<file path="src/rtl/rpn_pkg.sv">
// ----------------------------------------------------------------------------
// rpn_pkg
// Shared constants, codes and controller/datapath bundles for the RPN
// stack evaluator.
// ----------------------------------------------------------------------------
`default_nettype none

package rpn_pkg;

  localparam int STACK_DEPTH = 128;
  localparam int ADDR_W      = $clog2(STACK_DEPTH);
  localparam int PTR_W       = $clog2(STACK_DEPTH + 1);

  localparam int DATA_W      = 32;
  localparam int FRAC_W      = 16;
  localparam int QUO_W       = DATA_W + FRAC_W;
  localparam int DIV_STEPS   = QUO_W;
  localparam int CNT_W       = $clog2(DIV_STEPS);

  localparam logic [DATA_W-1:0] Q_MAX = 32'h7FFF_FFFF;
  localparam logic [DATA_W-1:0] Q_MIN = 32'h8000_0000;

  // Token kinds.
  localparam logic [2:0] KIND_PUSH = 3'd0;
  localparam logic [2:0] KIND_ADD  = 3'd1;
  localparam logic [2:0] KIND_SUB  = 3'd2;
  localparam logic [2:0] KIND_MUL  = 3'd3;
  localparam logic [2:0] KIND_DIV  = 3'd4;
  localparam logic [2:0] KIND_REM  = 3'd5;

  // Error codes.
  localparam logic [1:0] ERR_NONE  = 2'd0;
  localparam logic [1:0] ERR_FULL  = 2'd1;
  localparam logic [1:0] ERR_EMPTY = 2'd2;
  localparam logic [1:0] ERR_DIVZ  = 2'd3;

  typedef struct packed {
    logic load;      // capture the token
    logic push_in;   // push the token's number
    logic pop_b;     // pop the right operand
    logic pop_a;     // pop the left operand
    logic drop_b;    // zero divisor: leave b popped, expose the new top
    logic addsub;    // saturated add or subtract
    logic mul;       // register the full product
    logic mul_fix;   // scale and saturate the product
    logic div_init;  // load the shared divider
    logic div_step;  // one restoring step
    logic div_fix;   // sign and saturate the quotient, or sign the remainder
    logic push_res;  // push the result
  } cmd_t;

  typedef struct packed {
    logic [2:0] kind;
    logic       div_zero;
    logic       div_last;
  } status_t;

endpackage

`default_nettype wire

</file>
<file path="src/rtl/rpn_ctrl.sv">
// ----------------------------------------------------------------------------
// rpn_ctrl
// Sequencer for the RPN evaluator: decodes each token and steps the
// datapath through pops, the arithmetic and the final push.
// ----------------------------------------------------------------------------
`default_nettype none

module rpn_ctrl
  import rpn_pkg::*;
(
  input  wire logic       clk,
  input  wire logic       rst,
  input  wire logic       start,
  input  wire logic [2:0] kind,
  input  wire status_t    status,
  output cmd_t            cmd,
  output logic            busy,
  output logic            done
);

  typedef enum logic [11:0] {
    S_IDLE     = 12'b0000_0000_0001,
    S_PUSH     = 12'b0000_0000_0010,
    S_POP_B    = 12'b0000_0000_0100,
    S_POP_A    = 12'b0000_0000_1000,
    S_ADDSUB   = 12'b0000_0001_0000,
    S_MUL      = 12'b0000_0010_0000,
    S_MUL_FIX  = 12'b0000_0100_0000,
    S_DIV_INIT = 12'b0000_1000_0000,
    S_DIV_RUN  = 12'b0001_0000_0000,
    S_DIV_FIX  = 12'b0010_0000_0000,
    S_PUSH_RES = 12'b0100_0000_0000,
    S_DONE     = 12'b1000_0000_0000
  } state_t;

  state_t state;
  state_t state_next;

  always_ff @(posedge clk) begin
    if (rst) begin
      state <= S_IDLE;
    end else begin
      state <= state_next;
    end
  end

  always_comb begin
    state_next = state;
    cmd        = '0;
    case (state)
      S_IDLE: begin
        if (start) begin
          cmd.load = 1'b1;
          case (kind)
            KIND_PUSH: state_next = S_PUSH;
            KIND_ADD, KIND_SUB, KIND_MUL, KIND_DIV, KIND_REM: state_next = S_POP_B;
            default: state_next = S_DONE;
          endcase
        end
      end
      S_PUSH: begin
        cmd.push_in = 1'b1;
        state_next  = S_DONE;
      end
      S_POP_B: begin
        cmd.pop_b  = 1'b1;
        state_next = S_POP_A;
      end
      S_POP_A: begin
        // A zero divisor ends the token with only the right operand popped.
        if (status.div_zero) begin
          cmd.drop_b = 1'b1;
          state_next = S_DONE;
        end else begin
          cmd.pop_a = 1'b1;
          case (status.kind)
            KIND_ADD, KIND_SUB: state_next = S_ADDSUB;
            KIND_MUL:           state_next = S_MUL;
            KIND_DIV, KIND_REM: state_next = S_DIV_INIT;
            default:            state_next = S_DONE;
          endcase
        end
      end
      S_ADDSUB: begin
        cmd.addsub = 1'b1;
        state_next = S_PUSH_RES;
      end
      S_MUL: begin
        cmd.mul    = 1'b1;
        state_next = S_MUL_FIX;
      end
      S_MUL_FIX: begin
        cmd.mul_fix = 1'b1;
        state_next  = S_PUSH_RES;
      end
      S_DIV_INIT: begin
        cmd.div_init = 1'b1;
        state_next   = S_DIV_RUN;
      end
      S_DIV_RUN: begin
        cmd.div_step = 1'b1;
        if (status.div_last) begin
          state_next = S_DIV_FIX;
        end
      end
      S_DIV_FIX: begin
        cmd.div_fix = 1'b1;
        state_next  = S_PUSH_RES;
      end
      S_PUSH_RES: begin
        cmd.push_res = 1'b1;
        state_next   = S_DONE;
      end
      S_DONE: begin
        state_next = S_IDLE;
      end
      default: begin
        state_next = S_IDLE;
      end
    endcase
  end

  assign busy = (state != S_IDLE);
  assign done = (state == S_DONE);

  a_accept_busy: assert property (@(posedge clk) disable iff (rst)
    (start && !busy) |=> busy)
    else $error("accepted token did not make the block busy");

  a_done_pulse: assert property (@(posedge clk) disable iff (rst)
    done |=> (!done && !busy))
    else $error("result strobe longer than one cycle");

  a_push_then_done: assert property (@(posedge clk) disable iff (rst)
    cmd.push_res |=> done)
    else $error("pushed result not reported in the next cycle");

endmodule

`default_nettype wire

</file>
<file path="config.mk">
export PLATFORM = sky130hd
export DESIGN_NAME = rpn_ctrl
export DESIGN_NICKNAME = d
export VERILOG_FILES = /design/src/rtl/rpn_pkg.sv /design/src/rtl/rpn_ctrl.sv
export SDC_FILE = /design/constraint.sdc
export NUM_CORES = 1
export LEC_CHECK = 0
export BUFFER_PORTS_ARGS = -buffer_cell sky130_fd_sc_hd__buf_2
export CAP_MARGIN = 20
export CORE_ASPECT_RATIO = 0.9
export CORE_MARGIN = 5
export CORE_UTILIZATION = 49
export DETAILED_ROUTE_END_ITERATION = 8
export PLACE_DENSITY = 0.85
export SYNTH_ARGS = -nofsm -noshare
export SYNTH_HDL_FRONTEND = slang
export SYNTH_SLANG_ARGS = --single-unit
</file>
<file path="constraint.sdc">
create_clock -name clk -period 1.7 [get_ports clk]
set_input_delay 0.085 -clock clk [delete_from_list [all_inputs] [get_ports clk]]
set_output_delay 0.085 -clock clk [all_outputs]
set_load 0.03 [all_outputs]
</file>
### Word-level counts from Yosys, hierarchy flattened

Index checks and enable logic that the tools add are counted.

| word-level totals | value |
|---|---|
| register bits after elaboration | 12 |
| input port bits | 11 |
| output and inout port bits | 14 |
| word-level logic and storage cells | 53 |

| cells by class | value |
|---|---|
| equal/unequal tests | 25 |
| multiplexer cells | 20 |
| reduce and logical (&&, ||, !) cells | 7 |

Operators by type and width:

| kind | count |
|---|---|
| $pmux W12 S8 | 1 |
| $mux W12 | 3 |
| $pmux W12 S3 | 1 |
| $pmux W12 S2 | 1 |
| $mux W1 | 13 |
| $eq A12 B1 Y1 const B | 1 |
| $eq A12 B10 Y1 const B | 1 |
| $eq A12 B11 Y1 const B | 1 |
| $eq A12 B12 Y1 const B | 1 |
| $eq A12 B2 Y1 const B | 1 |
| $eq A12 B3 Y1 const B | 1 |
| $eq A12 B4 Y1 const B | 1 |
| $eq A12 B5 Y1 const B | 1 |
| $eq A12 B6 Y1 const B | 1 |
| $eq A12 B7 Y1 const B | 1 |
| $eq A12 B8 Y1 const B | 1 |
| $eq A12 B9 Y1 const B | 1 |
| $eq A3 B2 Y1 const B | 4 |
| $eq A3 B3 Y1 const B | 4 |
| $ne A12 B1 Y1 const B | 1 |
| $eq A3 B1 Y1 const B | 2 |
| $reduce_or A2 Y1 | 3 |
| $reduce_or A5 Y1 | 1 |
| $ne A2 B2 Y1 const B | 2 |
| other kinds (4) | 4 |

### Depth between registers and ports, before layout

Gate-level depths: netlist of the first run.

| depth | value |
|---|---|
| word-level depth | 5 |
| gate-level depth with buffers | 6 |
| depth with buffers taken out | 5 |

### Worst setup path after synthesis of the first run

No wires, ideal clock.

| timing | value |
|---|---|
| path type | reg2out |
| from | reg state[9] |
| to | out cmd[5] (netlist bit) |
| arrival | 1.949 ns |
| data required time | 1.615 ns |
| slack | -0.334 ns |
| stages on the path, launching flop included | 6 |
| path buffers | 1 |
| cell sequence | dfxtp_1 buf_2 or4_4 nor2_1 nand2_1 nor3b_1 |

RTL lines:

| element | RTL line | RTL |
|---|---|---|
| start, declared | rpn_ctrl.sv:36 | `state_t state;` |
| start signal, assigned | rpn_ctrl.sv:43 | `state <= state_next;` |
| end, declared | rpn_ctrl.sv:16 | `output cmd_t cmd,` |

==> results of run 1 <==
-- logic make-up after synthesis --
group           synth area share (%)
compound gates                  14.6
xor+xnor                        4.31
flops                           29.6
simple gates                    45.8
buf+inv                         5.70
-- cell type report --
type                    instances  area (µm²)
repair buffers                 59         504
inverters                       5        23.8
multi-input cells              71         703
flip-flops and latches         12         258
fillers                        38        73.8
clock buffers                   4        36.3
well taps                      24        30.0
-- stage by stage --
| step | cell area (µm²) | hold WS (ns) | setup WS (ns) |
|---|---|---|---|
| after detailed placement | 1140 | 0.330 | -0.0456 |
| after global placement | 1140 | 0.327 | 0.0417 |
| after floorplan | 873 | 0.191 | -0.0730 |
| after CTS | 1370 | 0.0455 | -0.167 |
| final | 1560 | 0.0607 | -0.256 |
| after global routing | 1560 | 0.0463 | -0.288 |
-- worst paths after layout --
path	from	endpoint	slack, ns	depth (start not counted)
max	state[8]	cmd[5]	-0.26	5
min reg2reg	state[2]	state[3]	0.68	2
max reg2reg	state[8]	state[11]	-0.17	6
min	kind[1]	state[2]	0.06	2
-- cells in the mapped netlist, types with 2 or more instances --
| cell type | n | area (µm²) |
|---|---|---|
| sky130_fd_sc_hd__dfxtp_1 | 12 | 240 |
| sky130_fd_sc_hd__or4b_1 | 2 | 20.0 |
| sky130_fd_sc_hd__and4b_1 | 5 | 50.1 |
| sky130_fd_sc_hd__nor2_1 | 11 | 41.3 |
| sky130_fd_sc_hd__o21a_1 | 2 | 15.0 |
| sky130_fd_sc_hd__nor4b_1 | 2 | 17.5 |
| sky130_fd_sc_hd__nor3b_1 | 4 | 30.0 |
| sky130_fd_sc_hd__and2_1 | 2 | 12.5 |
| sky130_fd_sc_hd__or4_4 | 3 | 33.8 |
| sky130_fd_sc_hd__nor4_1 | 2 | 12.5 |
| sky130_fd_sc_hd__a21o_1 | 2 | 15.0 |
| sky130_fd_sc_hd__nand4_1 | 2 | 12.5 |
| sky130_fd_sc_hd__nor3_2 | 2 | 20.0 |
| sky130_fd_sc_hd__and3_1 | 3 | 18.8 |
| sky130_fd_sc_hd__o21ai_0 | 2 | 10.0 |
| sky130_fd_sc_hd__xor2_1 | 4 | 35.0 |
| sky130_fd_sc_hd__a21oi_1 | 2 | 10.0 |
| sky130_fd_sc_hd__nor4_2 | 2 | 25.0 |
| sky130_fd_sc_hd__nor2b_1 | 2 | 12.5 |
| sky130_fd_sc_hd__nor3_1 | 2 | 10.0 |
| sky130_fd_sc_hd__nand2_1 | 3 | 11.3 |
| sky130_fd_sc_hd__buf_6 | 2 | 22.5 |
| sky130_fd_sc_hd__a211oi_1 | 2 | 15.0 |
| sky130_fd_sc_hd__inv_1 | 4 | 15.0 |
-- per-layer routing --
metal	vias to the layer above	GRT usage, %	share of wire, %	wire (µm)
li1	471	-	-	-
met1	523	29.6	34	1510
met2	122	41.7	48	2100
met3	46	3.37	10	462
met4	0	7.23	7.6	336
met5	-	0	0	0
-- power breakdown --
part           internal [W]  switching [W]  leakage (nW)  total (W)
logic              0.000276       0.000286         0.567   0.000562
clock network      0.000130       0.000113        0.0210   0.000243
registers          0.000293      0.0000163         0.101   0.000309
total              0.000699       0.000416         0.689    0.00111
-- what timing repair did --
item                                    in CTS  in global routing
pin swaps                                   12                 10
resized for setup                           39                 38
gates cloned                                 0                  0
buffers inserted                            10                  5
endpoints found under the setup margin      12                 24
==> results_dict.tcl, run 1 <==
set metrics [dict create \
    path_buf_inv 1 \
    cpPeakStageDelay_ns 0.56 \
    grt_pass1_vias 1009 \
    finalNetCount 163 \
    postSynthRegisterBits 12 \
    cts.hold.buffers_added 0 \
    worst_min_delay_path_class "primary input to register" \
    type_of_the_setup_path_with_the_least_slack "register to output port" \
    fin_setup_tns_ns -2.36 \
    cts.reportedPaths.clkPinSlew_ns 0.09 \
    yosysWarnings 0 \
    via_per_instance_ratio 6.64 \
    timing.critical_path.to_type "output port" \
    tritoncts.num_buffers 3 \
    aggregate_routed_wire_length_um 4410 \
    initialDrtViolationCount 92 \
    max_cap_check_violation_count 0 \
    largest_register_ffs 12 \
    cts_root_buf "sky130_fd_sc_hd__clkbuf_4" \
    clock_sinks 12 \
    critPathRequiredTime_ns 1.62 \
    post_drt_wl_per_cell_um 25.2 \
    cts_tree "done" \
    pin_count 25 \
    finish.utilization_pct 95.5 \
    cp_top_family "simple AND/OR/NAND/NOR gates" \
    synth.lib_cells_used.distinct 36 \
    post_synth.cell_area_avg_um2 8.92 \
    final_setup_violations 20 \
    grt_usage_pct 24.0 \
    dieHeight_um 48.6 \
    insertion_delay_ns 0.28 \
    pwr_density_nw_per_um2 717 \
    worst_path_max_delay_cell "sky130_fd_sc_hd__or4_4" \
    vias 1162 \
    residual_antenna_violating_net_count_after_detailed_routing 0 \
    fin_crit_ns 1.96 \
    min_period_over_period_pct 115 \
    grt_max_degree 8 \
    synth_cells 91 \
    violated_checks "setup timing" \
    antenna_cells 0 \
    grt_remaining_overflow 0 \
    status "finished with violations" \
    place.detailed.hpwl_um 1800 \
    peakVddDrop_mv 0.969 \
    synth_edf_count 0 \
    ctsHtreeMaxLevel 1 \
    floorplan.initialDensity_pct 49.8 \
    area_growth_syn_to_layout_pct 91.5 \
    final_common_cell "sky130_fd_sc_hd__buf_4" \
    maxClockFrequency_mhz 511 \
    max-clock-path-buffers 2 \
    top_register "state" \
    final_layout_size_suffix_gt1_share_pct 69.5 \
    layout_top_registers "state (12)" \
    gp_congestion 0.857 \
    timing_worst_slew_pin_value_ns 0.509 \
    synthFlopType "sky130_fd_sc_hd__dfxtp_1" \
    slew_headroom_pct 65.9 \
    p_leak_nw 0.689 \
    floorplan.die_area_um2 2570 \
    post-route-worst-setup-slack_ns -0.256 \
    final-hold-violation-count 0 \
    layout_common_cells "sky130_fd_sc_hd__buf_4, sky130_fd_sc_hd__buf_6, sky130_fd_sc_hd__buf_2" \
    worstSetupStartpointType "register" \
    mappedNetlistNets 102 \
    final-instance-count-excl-fill 175 \
    crit_fanout 3 \
    rsz_0062_raised_after_global_routing "true" \
    grt_first_pass_wirelength_um 4750 \
    share_of_synthesized_flip_flops_with_an_asynchronous_set_or_reset_pct 0 \
    finalMaxSlewViolations 0 \
    timing.clock.skew_ns 0.00844 \
    grt_antenna_before_repair 0 \
    port_buffer_count 24 \
    arrival_ns 1.87 \
    synth_area_um2 812 \
    synth-seq-area-share_pct 29.6 \
    rows 14 \
    core_region_area_um2 1630 \
    post_route_total_power_w 0.00111 \
    drt_drc_violations_left 0 \
    place_inst 156 \
    floorplan_die_width_um 52.9 \
    detailedRoute.firstPassIterationCount 4 \
    crit_chain "or4_4, nor2_4, nand2_2, nor3b_2, buf_4" \
]
(Power assumes the default switching activity.)
==> run 2: changes to the inputs <==
--- a/config.mk
+++ b/config.mk
@@ -7,10 +7,10 @@
 export LEC_CHECK = 0
 export BUFFER_PORTS_ARGS = -buffer_cell sky130_fd_sc_hd__buf_2
 export CAP_MARGIN = 20
-export CORE_ASPECT_RATIO = 0.9
 export CORE_MARGIN = 5
 export CORE_UTILIZATION = 49
 export DETAILED_ROUTE_END_ITERATION = 8
+export GPL_TIMING_DRIVEN = 0
 export PLACE_DENSITY = 0.85
 export SYNTH_ARGS = -nofsm -noshare
 export SYNTH_HDL_FRONTEND = slang
==> run 2 against run 1 <==
  * The run still ends with setup timing left
  * Worst setup slack better by 0.062 ns
  * Clock power down 8.2%
  * Clock skew down 0.0078 ns
  * Cell area down 19%
  * Maximum frequency up 3.3%
  * Die area about the same
  * Cell count down 17%
  * Combinational power down 42%
  * Sequential share of layout area up 3.7 points
  * Hold slack worse by 0.00058 ns
  * Total power down 23%
  * Via count down 21%
  * Critical endpoint unchanged
==> results_dict.tcl, run 2 (synthesis gave the netlist of run 1 again) <==
set metrics [dict create \
    status "finished with violations" \
    violated_checks "setup timing" \
    critical_path.reg2reg.startpoint "state[8]" \
    rows 14 \
    worst_path_max_delay_cell "sky130_fd_sc_hd__or4_4" \
    largest_register_ffs 12 \
    grt_usage_pct 18.9 \
    core_region_area_um2 1540 \
    finalMaxSlewViolations 0 \
    detailedRoute.firstPassIterationCount 4 \
    port_buffer_count 24 \
    final-hold-violation-count 0 \
    fin_crit_ns 1.89 \
    dieHeight_um 50.7 \
    floorplan_die_width_um 50.7 \
    finalNetCount 142 \
    worst_min_delay_path_class "primary input to register" \
    p_leak_nw 0.551 \
    grt_pass1_vias 896 \
    fin_setup_tns_ns -1.91 \
    insertion_delay_ns 0.27 \
    timing_worst_slew_pin_value_ns 0.453 \
    peakVddDrop_mv 0.554 \
    final_setup_violations 19 \
    cts.reportedPaths.clkPinSlew_ns 0.07 \
    layout_top_registers "state (12)" \
    cts.hold.buffers_added 0 \
    via_per_instance_ratio 6.28 \
    min_period_over_period_pct 111 \
    worstSetupStartpointType "register" \
    grt_max_degree 10 \
    arrival_ns 1.81 \
    vias 917 \
    top_register "state" \
    post-route-worst-setup-slack_ns -0.194 \
    place_inst 131 \
    antenna_cells 0 \
    timing.critical_path.to_type "output port" \
    grt_remaining_overflow 0 \
    area_growth_syn_to_layout_pct 55.6 \
    clock_sinks 12 \
    slew_headroom_pct 69.6 \
    residual_antenna_violating_net_count_after_detailed_routing 0 \
    grt_antenna_before_repair 0 \
    worst_setup_path_startpoint "state[8]" \
    final-instance-count-excl-fill 146 \
    finish.utilization_pct 82.0 \
    max_cap_check_violation_count 0 \
    layout_common_cells "sky130_fd_sc_hd__buf_2, sky130_fd_sc_hd__buf_4, sky130_fd_sc_hd__nor2_1" \
    critPathRequiredTime_ns 1.62 \
    final_layout_size_suffix_gt1_share_pct 60.0 \
    hold_path.startpoint "kind[2]" \
    ctsHtreeMaxLevel 1 \
    cts_tree "done" \
    grt_first_pass_wirelength_um 3860 \
    cpPeakStageDelay_ns 0.55 \
    drt_drc_violations_left 0 \
    timing.clock.skew_ns 0.000656 \
    pin_count 25 \
    pwr_density_nw_per_um2 681 \
    maxClockFrequency_mhz 528 \
    type_of_the_setup_path_with_the_least_slack "register to output port" \
    aggregate_routed_wire_length_um 2540 \
    rsz_0062_raised_after_global_routing "true" \
    post_drt_wl_per_cell_um 17.4 \
    floorplan.initialDensity_pct 52.7 \
    floorplan.die_area_um2 2570 \
    cts_root_buf "sky130_fd_sc_hd__clkbuf_4" \
    place.detailed.hpwl_um 1650 \
    max-clock-path-buffers 2 \
    crit_fanout 6 \
    initialDrtViolationCount 15 \
    tritoncts.num_buffers 3 \
    gp_congestion 0.858 \
    crit_chain "or4_4, nor2_4, nand2_2, nor3b_2, buf_4" \
]
-- run 2: cell count changes in the layout (fill, tap and decap cells not counted), moves of 2 or more --
cell,previous run,this run
sky130_fd_sc_hd__buf_4,26,15
sky130_fd_sc_hd__buf_2,10,15
sky130_fd_sc_hd__nor2_1,7,9
sky130_fd_sc_hd__buf_6,23,7
-- run 2: final cells by class --
cell class,count,area (µm²)
inverters,5,18.8
well taps,16,20.0
clock buffers,4,36.3
multi-input cells,71,661
flip-flops and latches,12,256
fillers,92,278
repair buffers,38,272
-- run 2: path summary, 6_finish.rpt --
check | cells past startpoint | slack [ns] | to
worst max-delay path | 5 | -0.19 | cmd[5]
worst max register to register | 6 | -0.06 | state[11]
worst min register to register | 1 | 0.57 | state[6]
worst min-delay path | 2 | 0.06 | state[2]
-- run 2: metal layers --
layer,vias up,GRT usage [%],share of wire (%)
met3,6,0.888,5.2
met1,446,21.4,39
met4,0,8.94,1.9
met2,38,35.1,54
li1,427,-,-
met5,-,0,0
-- run 2: stage by stage --
step           worst slack, ns  instance area (µm²)  total power [W]  hold WS, ns
3_5_place_dp            -0.175                 1010         0.000556        0.348
6_report                -0.194                 1260         0.000861       0.0601
4_1_cts                 -0.225                 1170         0.000804       0.0569
3_3_place_gp            -0.151                 1010         0.000547        0.321
2_1_floorplan          -0.0730                  873         0.000491        0.191
5_1_grt                 -0.260                 1260         0.000907       0.0544
-- run 2: timing repair --
| item | in CTS | in global routing |
|---|---|---|
| gates resized for setup | 29 | 14 |
| pin swaps | 8 | 6 |
| setup buffers | 9 | 6 |
| endpoints found under the setup margin | 20 | 24 |
-- run 2: worst max-delay path, delay by kind of cell, from the launching register on --
family | cells | cell delay, ns
flops | 1 | 0.37
simple gates | 4 | 0.98
buf+inv | 1 | 0.18
-- run 2: power breakdown --
group	internal, W	switching [W]
Sequential	0.000289	0.0000209
Combinational	0.000143	0.000185
Clock	0.000130	0.0000935
Total	0.000562	0.000299
==> run 3: changes to the inputs <==
--- a/config.mk
+++ b/config.mk
@@ -11,7 +11,9 @@
 export CORE_UTILIZATION = 49
 export DETAILED_ROUTE_END_ITERATION = 8
 export GPL_TIMING_DRIVEN = 0
-export PLACE_DENSITY = 0.85
+export PLACE_DENSITY = 0.77
+export REMOVE_ABC_BUFFERS = 1
+export SETUP_SLACK_MARGIN = 0.1
 export SYNTH_ARGS = -nofsm -noshare
 export SYNTH_HDL_FRONTEND = slang
 export SYNTH_SLANG_ARGS = --single-unit
==> run 3 against run 2 <==
  * The flow still finishes with violations (setup timing)
  * First-iteration DRC count rose by 93%
  * Via count grew 0.76%
  * Maximum frequency increased by 0.23%
  * Cell area shrank 5.1%
  * Clock power down 22%
  * Sequential power shrank 2%
  * Clock-buffer cell count shrank 1
  * Hold slack worse by 0.019 ns
  * Register-to-register slack lost 0.02 ns
==> results_dict.tcl, run 3 (synthesis gave the netlist of run 1 again) <==
set metrics [dict create \
    top_register "state" \
    rows 14 \
    min_period_over_period_pct 111 \
    cpPeakStageDelay_ns 0.53 \
    tritoncts.num_buffers 3 \
    fin_setup_tns_ns -1.47 \
    final_area_um2 1200 \
    worst_setup_path_startpoint "state[9]" \
    post-route-worst-setup-slack_ns -0.190 \
    preCtsSetupSlack_ns -0.140 \
    drt_drc_violations_left 0 \
    pin_count 25 \
    floorplan.die_area_um2 2570 \
    cts_root_buf "sky130_fd_sc_hd__clkbuf_4" \
    max_cap_check_violation_count 0 \
    worst_min_delay_path_class "primary input to register" \
    finalMaxSlewViolations 0 \
    grt_antenna_before_repair 0 \
    critPathRequiredTime_ns 1.62 \
    aggregate_routed_wire_length_um 2400 \
    crit_chain "or4_4, nor2_4, nand2_2, nor3b_2, buf_4" \
    path_buf_inv 1 \
    violated_checks "setup timing" \
    finalNetCount 144 \
    initialDrtViolationCount 29 \
    max-clock-path-buffers 2 \
    layout_top_registers "state (12)" \
    via_per_instance_ratio 6.29 \
    timing.critical_path.to_type "output port" \
    worst-r2r-cell-count 6 \
    grt_usage_pct 18.7 \
    status "finished with violations" \
    grt_remaining_overflow 0 \
    timing.critical_path.depth 5 \
    antenna_cells 0 \
    grt_pass1_vias 892 \
    core_region_area_um2 1540 \
    crit_fanout 4 \
    ctsHtreeMaxLevel 1 \
    grt_max_degree 10 \
    maxClockFrequency_mhz 529 \
    grt_first_pass_wirelength_um 3770 \
    floorplan.initialDensity_pct 52.7 \
    place.detailed.hpwl_um 1520 \
    cts.reportedPaths.clkPinSlew_ns 0.07 \
    detailedRoute.firstPassIterationCount 4 \
    vias 924 \
    final_common_cell "sky130_fd_sc_hd__buf_4" \
    cts.hold.buffers_added 0 \
    cp_top_family "simple AND/OR/NAND/NOR gates" \
    dieHeight_um 50.7 \
    crit_end "cmd[5]" \
    final_setup_violations 17 \
    place_area_um2 925 \
    port_buffer_count 24 \
    arrival_ns 1.81 \
    post_drt_wl_per_cell_um 16.3 \
    fin_crit_ns 1.89 \
    layout_common_cells "sky130_fd_sc_hd__buf_4, sky130_fd_sc_hd__buf_2, sky130_fd_sc_hd__nor2_1" \
    worst_hold_slack_across_all_endpoints_ns 0.0415 \
    peakVddDrop_mv 0.492 \
    clock_sinks 12 \
    final-hold-violation-count 0 \
    slew_headroom_pct 72.2 \
    insertion_delay_ns 0.27 \
    type_of_the_setup_path_with_the_least_slack "register to output port" \
    timing_worst_slew_pin_value_ns 0.415 \
    gp_congestion 0.821 \
    pwr_density_nw_per_um2 633 \
    cts_tree "done" \
    area_growth_syn_to_layout_pct 47.6 \
    worstSetupStartpointType "register" \
    timing.clock.skew_ns 0.000828 \
    p_leak_nw 0.545 \
    floorplan_die_width_um 50.7 \
    final_layout_size_suffix_gt1_share_pct 55.7 \
    worst_path_max_delay_cell "sky130_fd_sc_hd__or4_4" \
    r2r-end "state[6]" \
    critical_path.reg2reg.startpoint "state[9]" \
    regToRegSetupSlack_ns -0.08 \
    residual_antenna_violating_net_count_after_detailed_routing 0 \
    rsz_0062_raised_after_global_routing "true" \
    largest_register_ffs 12 \
    post_route_total_power_w 0.000758 \
]
run 3: cell types whose count changed in the layout (fill, tap and decap cells not counted), sizes merged:
cell / previous run / this run
buf: 37 / 40
clkbuf: 5 / 3
run 3: worst min path at each step:
stage | from | endpoint | cells after the start | slack [ns]
floorplan | kind[1] | state[2] | 1 | 0.19
global placement | kind[1] | state[2] | 2 | 0.31
global route | kind[2] | state[2] | 2 | 0.03
finish | kind[1] | state[2] | 2 | 0.04
detailed placement | kind[1] | state[2] | 2 | 0.33
CTS | kind[1] | state[2] | 2 | 0.04
run 3: power breakdown:
part | switching, W | total (W) | internal (W) | leakage, nW
clock network | 0.0000917 | 0.000174 | 0.0000819 | 0.0138
registers | 0.0000184 | 0.000304 | 0.000286 | 0.103
logic | 0.000167 | 0.000281 | 0.000114 | 0.428
total | 0.000277 | 0.000758 | 0.000481 | 0.545
run 3: worst register-to-register path: stages, from the launching register on:
cell	delay, ns
sky130_fd_sc_hd__dfxtp_4	0.36
sky130_fd_sc_hd__or4_4	0.54
sky130_fd_sc_hd__nor2_4	0.18
sky130_fd_sc_hd__nand2_2	0.08
sky130_fd_sc_hd__buf_4	0.15
sky130_fd_sc_hd__buf_4	0.12
sky130_fd_sc_hd__nor4b_2	0.26
run 3: metrics by stage:
stage,cells,utilization (%)
after floorplan,88,-
after global routing,147,77.8
after CTS,139,71.3
after detailed placement,128,60.0
after global placement,128,60.0
final,147,77.8
run 3: final cells by class:
class / instances / area (µm²)
clock buffers: 3 / 22.5
fillers: 109 / 343
inverters: 5 / 18.8
multi-input cells: 71 / 597
flip-flops and latches: 12 / 267
well taps: 16 / 20.0
repair buffers: 40 / 274
run 3: layer usage:
metal  wire, µm  GRT usage [%]  vias to the layer above
met5          0              0                        -
met2       1270           33.7                       42
met4         37           8.51                        0
met3        181           2.66                        6
li1           -              -                      433
met1        912           21.3                      443
run 3: timing repair:
action,CTS,global route
setup endpoints to repair,24,25
buffers inserted,8,8
pin swaps,4,6
resized for setup,29,13
